`config.mk`:
```
export PLATFORM = sky130hd
export DESIGN_NAME = power_iteration_eigen_core_flat
export DESIGN_NICKNAME = d
export VERILOG_FILES = /design/src/design/pie_pkg.sv /design/src/design/pie_if.sv /design/src/design/pie_div.sv /design/src/design/power_iteration_eigen_core.sv /design/src/flat_wrapper.sv
export SDC_FILE = /design/constraint.sdc
export NUM_CORES = 2
export LEC_CHECK = 0
export BUFFER_PORTS_ARGS = -buffer_cell sky130_fd_sc_hd__buf_2
export CELL_PAD_IN_SITES_DETAIL_PLACEMENT = 0
export CELL_PAD_IN_SITES_GLOBAL_PLACEMENT = 1
export CORE_ASPECT_RATIO = 0.5
export CORE_UTILIZATION = 56
export DETAILED_ROUTE_END_ITERATION = 6
export PLACE_DENSITY_LB_ADDON = 0.12
export SLEW_MARGIN = 20
export SYNTH_ARGS = -nofsm -noshare
export SYNTH_HDL_FRONTEND = slang
export SYNTH_SLANG_ARGS = --single-unit
```
`constraint.sdc`:
```
create_clock -name clk -period 22.7 [get_ports clk]
set_input_delay 1.135 -clock clk [delete_from_list [all_inputs] [get_ports clk]]
set_output_delay 1.135 -clock clk [all_outputs]
set_load 0.01 [all_outputs]
```
`src/design/pie_pkg.sv`:
```
// pie_pkg: shared constants and types for the power iteration eigen core.
// No dependencies.
`timescale 1ns / 1ps
package pie_pkg;
	localparam logic [1:0] KIND_MAT   = 2'd0;
	localparam logic [1:0] KIND_VEC   = 2'd1;
	localparam logic [1:0] KIND_START = 2'd2;
	localparam logic signed [31:0] Q_ONE = 32'sh0001_0000;
	localparam logic [1:0] REG_TOL   = 2'd0;
	localparam logic [1:0] REG_SHIFT = 2'd1;
	localparam logic [1:0] REG_LIMIT = 2'd2;

	typedef struct packed {
		logic [1:0]         kind;
		logic [1:0]         row;
		logic [1:0]         col;
		logic signed [31:0] value;
	} in_beat_t;

	typedef struct packed {
		logic signed [31:0] eigen_estimate;
		logic [1:0]         component_index;
		logic signed [31:0] component;
		logic [15:0]        steps;
		logic               converged;
		logic               last;
	} out_beat_t;

	typedef struct packed {
		logic        start;
		logic [63:0] dividend;
		logic [31:0] divisor;
	} div_req_t;

	function automatic logic signed [31:0] sat32(input logic signed [65:0] v);
		if (v > 66'sd2147483647) return 32'sh7fff_ffff;
		if (v < -66'sd2147483648) return 32'sh8000_0000;
		return v[31:0];
	endfunction
endpackage

```
`src/design/pie_if.sv`:
```
// pie_if: valid/ready channel carrying one payload beat.
// Depends on nothing; payload type is a parameter.
`timescale 1ns / 1ps
interface pie_if #(parameter type T = logic) (input logic clk);
	logic valid;
	logic ready;
	T     data;
	modport source (output valid, output data, input ready);
	modport sink (input valid, input data, output ready);
endinterface

```
`src/design/pie_div.sv`:
```
// pie_div: radix-2 restoring divider, unsigned 64 / 32, one quotient bit per cycle.
// Depends on pie_pkg.
`timescale 1ns / 1ps
module pie_div (
	input  logic             clk,
	input  logic             arst_n,
	input  pie_pkg::div_req_t req,
	output logic             busy,
	output logic [63:0]      quot
);
	logic [63:0] q_q;
	logic [31:0] rem_q;
	logic [31:0] dsr_q;
	logic [6:0]  cnt_q;
	logic [32:0] trial;

	// divisor stays below 2^31, so the partial remainder fits in 32 bits
	assign trial = {rem_q, q_q[63]} - {1'b0, dsr_q};
	assign busy = cnt_q != 7'd0;
	assign quot = q_q;

	always_ff @(posedge clk or negedge arst_n) begin
		if (!arst_n) begin
			cnt_q <= '0;
		end else if (req.start) begin
			cnt_q <= 7'd64;
		end else if (busy) begin
			cnt_q <= cnt_q - 7'd1;
		end
	end

	always_ff @(posedge clk) begin
		if (req.start) begin
			q_q   <= req.dividend;
			rem_q <= '0;
			dsr_q <= req.divisor;
		end else if (busy) begin
			if (!trial[32]) begin
				rem_q <= trial[31:0];
				q_q   <= {q_q[62:0], 1'b1};
			end else begin
				rem_q <= {rem_q[30:0], q_q[63]};
				q_q   <= {q_q[62:0], 1'b0};
			end
		end
	end
endmodule

```
`src/design/power_iteration_eigen_core.sv`:
```
// Power iteration eigen core: top level with stores, sequencer and shared MAC.
// Per step: a multiply pass of SIZE*SIZE products, a max-search pass over SIZE
// elements, SIZE divisions (skipped on a zero estimate) and one check; results then
// leave one per cycle while out_ch is ready. Not ready while a run or its output is
// in progress.
// Reset: estimates to 1.0, registers to reset values; stores undefined until written.
// Depends on pie_pkg, pie_if, pie_div.
`timescale 1ns / 1ps
module power_iteration_eigen_core #(
	parameter int SIZE = 4
) (
	input  logic        clk,
	input  logic        arst_n,
	pie_if.sink         in_ch,
	pie_if.source       out_ch,
	input  logic        psel,
	input  logic        penable,
	input  logic        pwrite,
	input  logic [3:0]  paddr,
	input  logic [31:0] pwdata,
	output logic [31:0] prdata,
	output logic        pready
);
	localparam int IW = (SIZE > 1) ? $clog2(SIZE) : 1;
	localparam int MW = $clog2(SIZE * SIZE);

	localparam logic [2:0] ST_IDLE = 3'd0;
	localparam logic [2:0] ST_MAC  = 3'd1;
	localparam logic [2:0] ST_EST  = 3'd2;
	localparam logic [2:0] ST_DIV  = 3'd3;
	localparam logic [2:0] ST_DWT  = 3'd4;
	localparam logic [2:0] ST_CHK  = 3'd5;
	localparam logic [2:0] ST_OUT  = 3'd6;

	logic [15:0]        tol_q;
	logic signed [31:0] shift_q;
	logic [15:0]        limit_q;

	logic signed [31:0] mat_q [SIZE*SIZE];
	logic signed [31:0] vec_q [SIZE];
	logic signed [31:0] prod_q [SIZE];
	logic signed [31:0] next_q [SIZE];
	logic signed [31:0] cur_q, prev_q;
	logic [15:0]        cnt_q;
	logic               conv_q;
	logic [2:0]         state_q;
	logic [IW-1:0]      i_q, j_q;
	logic signed [65:0] acc_q;
	logic signed [31:0] a_s1, x_s1;
	logic               mv_s1;
	logic               div_busy, div_wait_q;
	logic [63:0]        div_quot;
	pie_pkg::div_req_t  dreq;
	pie_pkg::in_beat_t  ib;
	pie_pkg::out_beat_t ob;
	logic signed [63:0] mul;
	logic signed [31:0] mag, nv;
	logic [63:0]        num;
	logic signed [32:0] diff;
	logic [32:0]        adiff;
	logic [15:0]        lim;
	logic               wr;
	logic [MW-1:0]      rd_idx, wr_idx;

	assign ib = in_ch.data;
	assign pready = 1'b1;
	assign wr = psel && penable && pwrite;

	always_comb begin
		unique case (paddr[3:2])
			pie_pkg::REG_TOL:   prdata = {16'd0, tol_q};
			pie_pkg::REG_SHIFT: prdata = shift_q;
			pie_pkg::REG_LIMIT: prdata = {16'd0, limit_q};
			default:            prdata = '0;
		endcase
	end

	always_ff @(posedge clk or negedge arst_n) begin
		if (!arst_n) begin
			tol_q   <= 16'd1;
			shift_q <= '0;
			limit_q <= 16'd1000;
		end else if (wr && paddr[1:0] == 2'd0) begin
			unique case (paddr[3:2])
				pie_pkg::REG_TOL:   tol_q <= pwdata[15:0];
				pie_pkg::REG_SHIFT: shift_q <= pwdata;
				pie_pkg::REG_LIMIT: limit_q <= pwdata[15:0];
				default: ;
			endcase
		end
	end

	assign rd_idx = MW'(i_q) * MW'(SIZE) + MW'(j_q);
	assign wr_idx = MW'(ib.row) * MW'(SIZE) + MW'(ib.col);

	// shifted matrix element times vector element
	assign mul = a_s1 * x_s1;

	assign nv = next_q[i_q];
	assign mag = (nv == 32'sh8000_0000) ? 32'sh7fff_ffff : (nv < 0 ? -nv : nv);
	assign num = {(nv < 0 ? -64'(nv) : 64'(nv))} << 16;
	assign diff = 33'(cur_q) - 33'(prev_q);
	assign adiff = diff[32] ? 33'(-diff) : 33'(diff);
	assign lim = (limit_q == 16'd0) ? 16'd1 : limit_q;

	assign dreq.start = state_q == ST_DIV && cur_q != 0;
	assign dreq.dividend = num;
	assign dreq.divisor = cur_q;

	pie_div u_div (.clk(clk), .arst_n(arst_n), .req(dreq), .busy(div_busy), .quot(div_quot));

	assign in_ch.ready = state_q == ST_IDLE;
	assign out_ch.valid = state_q == ST_OUT;
	always_comb begin
		ob.eigen_estimate  = pie_pkg::sat32(66'(cur_q) + 66'(shift_q));
		ob.component_index = 2'(i_q);
		ob.component       = prod_q[i_q];
		ob.steps           = cnt_q;
		ob.converged       = conv_q;
		ob.last            = i_q == IW'(SIZE - 1);
	end
	assign out_ch.data = ob;

	always_ff @(posedge clk) begin
		if (in_ch.valid && in_ch.ready) begin
			if (ib.kind == pie_pkg::KIND_MAT && 32'(ib.row) < SIZE && 32'(ib.col) < SIZE)
				mat_q[wr_idx] <= ib.value;
			if (ib.kind == pie_pkg::KIND_VEC && 32'(ib.row) < SIZE)
				vec_q[IW'(ib.row)] <= ib.value;
			if (ib.kind == pie_pkg::KIND_START)
				for (int k = 0; k < SIZE; k++) prod_q[k] <= vec_q[k];
		end
		a_s1 <= (i_q == j_q) ? pie_pkg::sat32(66'(mat_q[rd_idx]) - 66'(shift_q))
			: mat_q[rd_idx];
		x_s1 <= prod_q[j_q];
		if (state_q == ST_DWT && !div_busy && !div_wait_q) begin
			prod_q[i_q] <= (nv < 0) ? pie_pkg::sat32(-66'(div_quot))
				: pie_pkg::sat32(66'(div_quot));
		end
		if (state_q == ST_DIV && cur_q == 0) prod_q[i_q] <= nv;
	end

	always_ff @(posedge clk or negedge arst_n) begin
		if (!arst_n) begin
			state_q <= ST_IDLE;
			cur_q <= pie_pkg::Q_ONE;
			prev_q <= pie_pkg::Q_ONE;
			cnt_q <= '0;
			conv_q <= 1'b0;
			i_q <= '0;
			j_q <= '0;
			mv_s1 <= 1'b0;
			acc_q <= '0;
			div_wait_q <= 1'b0;
		end else begin
			mv_s1 <= 1'b0;
			div_wait_q <= 1'b0;
			unique case (state_q)
				ST_IDLE: if (in_ch.valid && ib.kind == pie_pkg::KIND_START) begin
					state_q <= ST_MAC;
					cnt_q <= 16'd1;
					prev_q <= cur_q;
					i_q <= '0;
					j_q <= '0;
					acc_q <= '0;
				end
				ST_MAC: begin
					// issue product (i,j), accumulate previous
					if (mv_s1) acc_q <= acc_q + 66'(mul >>> 16);
					mv_s1 <= 1'b1;
					if (j_q == IW'(SIZE - 1)) begin
						state_q <= ST_EST;
						j_q <= '0;
					end else begin
						j_q <= j_q + 1'b1;
					end
				end
				ST_EST: begin
					// drain last product, store row
					if (mv_s1) begin
						next_q[i_q] <= pie_pkg::sat32(acc_q + 66'(mul >>> 16));
						acc_q <= '0;
						if (i_q == IW'(SIZE - 1)) begin
							i_q <= '0;
							cur_q <= '0;
							state_q <= ST_DIV;
							j_q <= IW'(1);
						end else begin
							i_q <= i_q + 1'b1;
							state_q <= ST_MAC;
						end
					end
				end
				ST_DIV: begin
					// first pass (j=1) finds max magnitude; second pass (j=0) divides, or copies on a zero max
					if (j_q != '0) begin
						if (mag > cur_q) cur_q <= mag;
						if (i_q == IW'(SIZE - 1)) i_q <= '0;
						else i_q <= i_q + 1'b1;
						if (i_q == IW'(SIZE - 1)) j_q <= '0;
					end else if (cur_q == 0) begin
						if (i_q == IW'(SIZE - 1)) begin
							i_q <= '0;
							state_q <= ST_CHK;
						end else i_q <= i_q + 1'b1;
					end else begin
						state_q <= ST_DWT;
						div_wait_q <= 1'b1;
					end
				end
				ST_DWT: if (!div_busy && !div_wait_q) begin
					if (i_q == IW'(SIZE - 1)) begin
						i_q <= '0;
						state_q <= ST_CHK;
					end else begin
						i_q <= i_q + 1'b1;
						state_q <= ST_DIV;
					end
				end
				ST_CHK: begin
					if (adiff <= 33'(tol_q)) begin
						conv_q <= 1'b1;
						state_q <= ST_OUT;
					end else if (cnt_q >= lim) begin
						conv_q <= 1'b0;
						state_q <= ST_OUT;
					end else begin
						cnt_q <= cnt_q + 16'd1;
						prev_q <= cur_q;
						state_q <= ST_MAC;
					end
				end
				ST_OUT: if (out_ch.ready) begin
					if (i_q == IW'(SIZE - 1)) begin
						i_q <= '0;
						state_q <= ST_IDLE;
					end else i_q <= i_q + 1'b1;
				end
				default: state_q <= ST_IDLE;
			endcase
		end
	end
endmodule
```
`src/flat_wrapper.sv`:
```
// flat-port wrapper written by rule: the top's interface ports become plain ports
module power_iteration_eigen_core_flat 
#(
	parameter int SIZE = 4
)
  (clk, arst_n, psel, penable, pwrite, paddr, pwdata, prdata, pready, in_ch_valid, in_ch_data, in_ch_ready, out_ch_valid, out_ch_data, out_ch_ready);
  pie_if in_ch_i (.clk(clk));
  pie_if out_ch_i (.clk(clk));
  input  logic clk;
  input  logic arst_n;
  input  logic psel;
  input  logic penable;
  input  logic pwrite;
  input  logic [3:0] paddr;
  input  logic [31:0] pwdata;
  output logic [31:0] prdata;
  output logic pready;
  input wire logic [$bits(in_ch_i.valid)-1:0] in_ch_valid;
  input wire logic [$bits(in_ch_i.data)-1:0] in_ch_data;
  output wire logic [$bits(in_ch_i.ready)-1:0] in_ch_ready;
  output wire logic [$bits(out_ch_i.valid)-1:0] out_ch_valid;
  output wire logic [$bits(out_ch_i.data)-1:0] out_ch_data;
  input wire logic [$bits(out_ch_i.ready)-1:0] out_ch_ready;
  assign in_ch_i.valid = in_ch_valid;
  assign in_ch_i.data = in_ch_data;
  assign in_ch_ready = in_ch_i.ready;
  assign out_ch_valid = out_ch_i.valid;
  assign out_ch_data = out_ch_i.data;
  assign out_ch_i.ready = out_ch_ready;
  power_iteration_eigen_core #(.SIZE(SIZE)) u_core (.clk(clk), .arst_n(arst_n), .in_ch(in_ch_i), .out_ch(out_ch_i), .psel(psel), .penable(penable), .pwrite(pwrite), .paddr(paddr), .pwdata(pwdata), .prdata(prdata), .pready(pready));
endmodule
```
==> run summary <==
number of global-route vias before repair = 57132
Worst-Skew Late Latency = 0.65 ns
Nets = 9005
routed vias = 54570
CTS Sinks = 675
Worst slew margin = 21.7%
Clock Tree Buf Depth = 3
async set-reset flop share out of synthesis = 33.5%
Clk Tree Root Cell = clkbuf_16
placement row count = 93
Layout Skew = 0.0272 ns
class of the worst hold path = in2async
CTS clk-pin slew, worst paths = 0.07 ns
antenna viol nets, final = 0
RSZ-0062 raised after global routing = false
top_reg_cell synth = edfxtp_1
Synthesis Warnings = 0
setup_tns = 0 ns
Worst-Margin Slew = 1.17 ns
Crit path arrival time = 15.10 ns
EDFF count, synth = 337
Post-CTS Hold Fix Bufs = 0
core area = 130000 um2
period utilization = 64.8%
critical path type = reg2reg
share of post-route cells with drive strength above 1 = 6.97%
Final setup viols = 0
fin. max-slew vios = 0
Area Growth Syn to Fin = 5.95%
syn nets = 9130
Yosys cell types = 90
max cap viols = 0
#FFs+latches synth = 675
pin count of the biggest net entering global routing = 82
wire per inst = 22.1 um
CP max FO = 32
initial antenna violation count = 11
GRT Overall Usage = 32.0%
register area = 18100 um2
residual DRC count = 0
Post-Syn Area = 73900 um2
Overflow after GRT = 0
final hold vios = 0
area taken by multi-input logic gates = 49600 um2
PostCTS Resize Cnt = 0
Slowest cell on crit path = fa_1
PortBufs = 78
Post CTS Setup Buffer Count = 0
vias per cell = 5.86
first-pass GRT wire length = 330000 um
global placement routability congestion = 0.924
top-level port count = 80
min Tclk post-route = 14.71 ns
sequential-to-total area share from yosys stat = 24.4%
die width = 516 um
outcome = finished clean
layout filler cell count = 10966
iteration-0 DRC count of the detailed router = 4543
deepest level of the CTS H-tree = 3
Post-Route WL = 206000 um
CP required = 23.08 ns
drt pass-1 iters = 6
die height = 259 um
CTS buffer count = 70
max incr delay on CP = 1.36 ns
initial core utilization = 56.9%
die area = 133000 um2
Setup crit start kind = register
Mean Syn Cell Area = 9.70 um2
Final HPWL DP = 155000 um
CTS tree = yes
fmax = 68.0 MHz
Crit. End Element = register
Post-Synthesis Cells = 7614
## area by class of cell
class	instances	area share [%]
Multi-Input combinational cell	5259	63.4
Sequential cell	675	23.1
Inverter	1312	6.29
Tap cell	1757	2.81
Clock buffer	86	2.35
Timing Repair Buffer	171	1.43
Clock inverter	44	0.617
Antenna cell	2	0.00640
## metal layers
| metal | track usage, % | vias up | part of all wire [%] | wire [um] |
|---|---|---|---|---|
| met4 | 7.47 | 2 | 2.3 | 4780 |
| met2 | 49.9 | 1989 | 45 | 92400 |
| met5 | 0 | - | 0.0063 | 13 |
| met1 | 47.1 | 27998 | 44 | 91500 |
| li1 | - | 24292 | - | - |
| met3 | 5.23 | 289 | 8.4 | 17300 |
## state kept, by name, indices dropped and copies added, names as in the netlist
signal and cells:
u_core.j_q 2, u_core.u_div.quot 64, u_core.mat_q 1, u_core.tol_q 16
u_core.cnt_q 16, u_core.prod_q 128, u_core.u_div.cnt_q 7, u_core.div_wait_q 1
u_core.a_s1 32, u_core.x_s1 32, u_core.shift_q 32, u_core.prev_q 32
u_core.u_div.dsr_q 32, u_core.acc_q 66, u_core.limit_q 16, u_core.next_q 128
u_core.mv_s1 1, u_core.cur_q 32, u_core.u_div.rem_q 32, u_core.state_q 3
u_core.i_q 2
## worst max-delay path: cells and delay by family (launching register included)
kind,cells,cell delay [ns]
XOR/XNOR,2,0.25
AND/OR/NAND/NOR,5,1.87
buffers and inverters,9,1.16
adder cells (fa/ha/maj),10,6.12
AO/OA/AOI/OAI,16,4.67
flip-flops,1,0.30
## synth_stat cells, drive strengths merged, types with 62 or more instances
cell | number | area share [%]
and2 | 479 | 4.1
dfxtp | 112 | 3.0
nand3 | 92 | 0.62
ha | 388 | 6.6
xnor2 | 173 | 2.1
xor2 | 88 | 1.0
nor2 | 280 | 1.4
inv | 1311 | 6.7
mux2 | 101 | 1.5
fa | 1084 | 29
a21oi | 285 | 1.9
nor3 | 87 | 0.59
mux4 | 63 | 1.9
o21ai | 323 | 2.2
clkbuf | 349 | 1.8
nand2 | 919 | 4.7
edfxtp | 337 | 14
a21o | 106 | 1.1
a31oi | 62 | 0.53
dfrtp | 217 | 7.4
## final timing paths
kind,from,endpoint,slack (ns),cells after the start
worst max-delay path,u_core.x_s1[3],u_core.next_q[0][11],7.99,42
worst min-delay path,arst_n,u_core.prev_q[15],0.39,1
worst max register to register,u_core.x_s1[3],u_core.next_q[0][11],7.99,42
worst min register to register,u_core.cnt_q[15],u_core.cnt_q[15],0.48,1
max in group asynchronous,arst_n,u_core.acc_q[25],20.45,4
min in group clk,u_core.cnt_q[15],u_core.cnt_q[15],0.48,1
## cell usage in the layout, fill, tap and decap left out, drive strengths merged, types with 112 or more instances in the layout
cell and instances:
inv 1318, fa 1084, xnor2 173, dfxtp 112, o21ai 323, buf 171
nor2 280, ha 388, and2 479, dfrtp 217, nand2 919, a21oi 285
edfxtp 337
## stage by stage
stage	setup slack (ns)	util, %	hold slack, ns	std cells	cell area (um2)
6_report	7.99	60.3	0.389	9306	78200
2_1_floorplan	9.73	-	0.452	7614	73900
5_1_grt	7.10	60.3	0.400	9304	78200
4_1_cts	8.06	60.3	0.392	9303	78200
3_3_place_gp	8.37	58.5	0.469	9173	75900
3_5_place_dp	8.14	58.5	0.477	9173	75900
## cell families (layout without fill, tap and decap cells)
logic type	count (synthesis)	count (layout)	synth area share [%]
AO/OA/AOI/OAI	1123	1123	9.55
XOR/XNOR	261	261	3.10
buffers and inverters	1680	1613	8.56
other	1	3	0.00508
multiplexers	193	193	3.85
flip-flops	675	675	24.4
adder cells (fa/ha/maj)	1472	1472	36.0
AND/OR/NAND/NOR	2209	2209	14.6
Power is left out: the tool's default activity adds up to more than one toggle a clock period on the data nets, which glitch-free logic cannot reach.
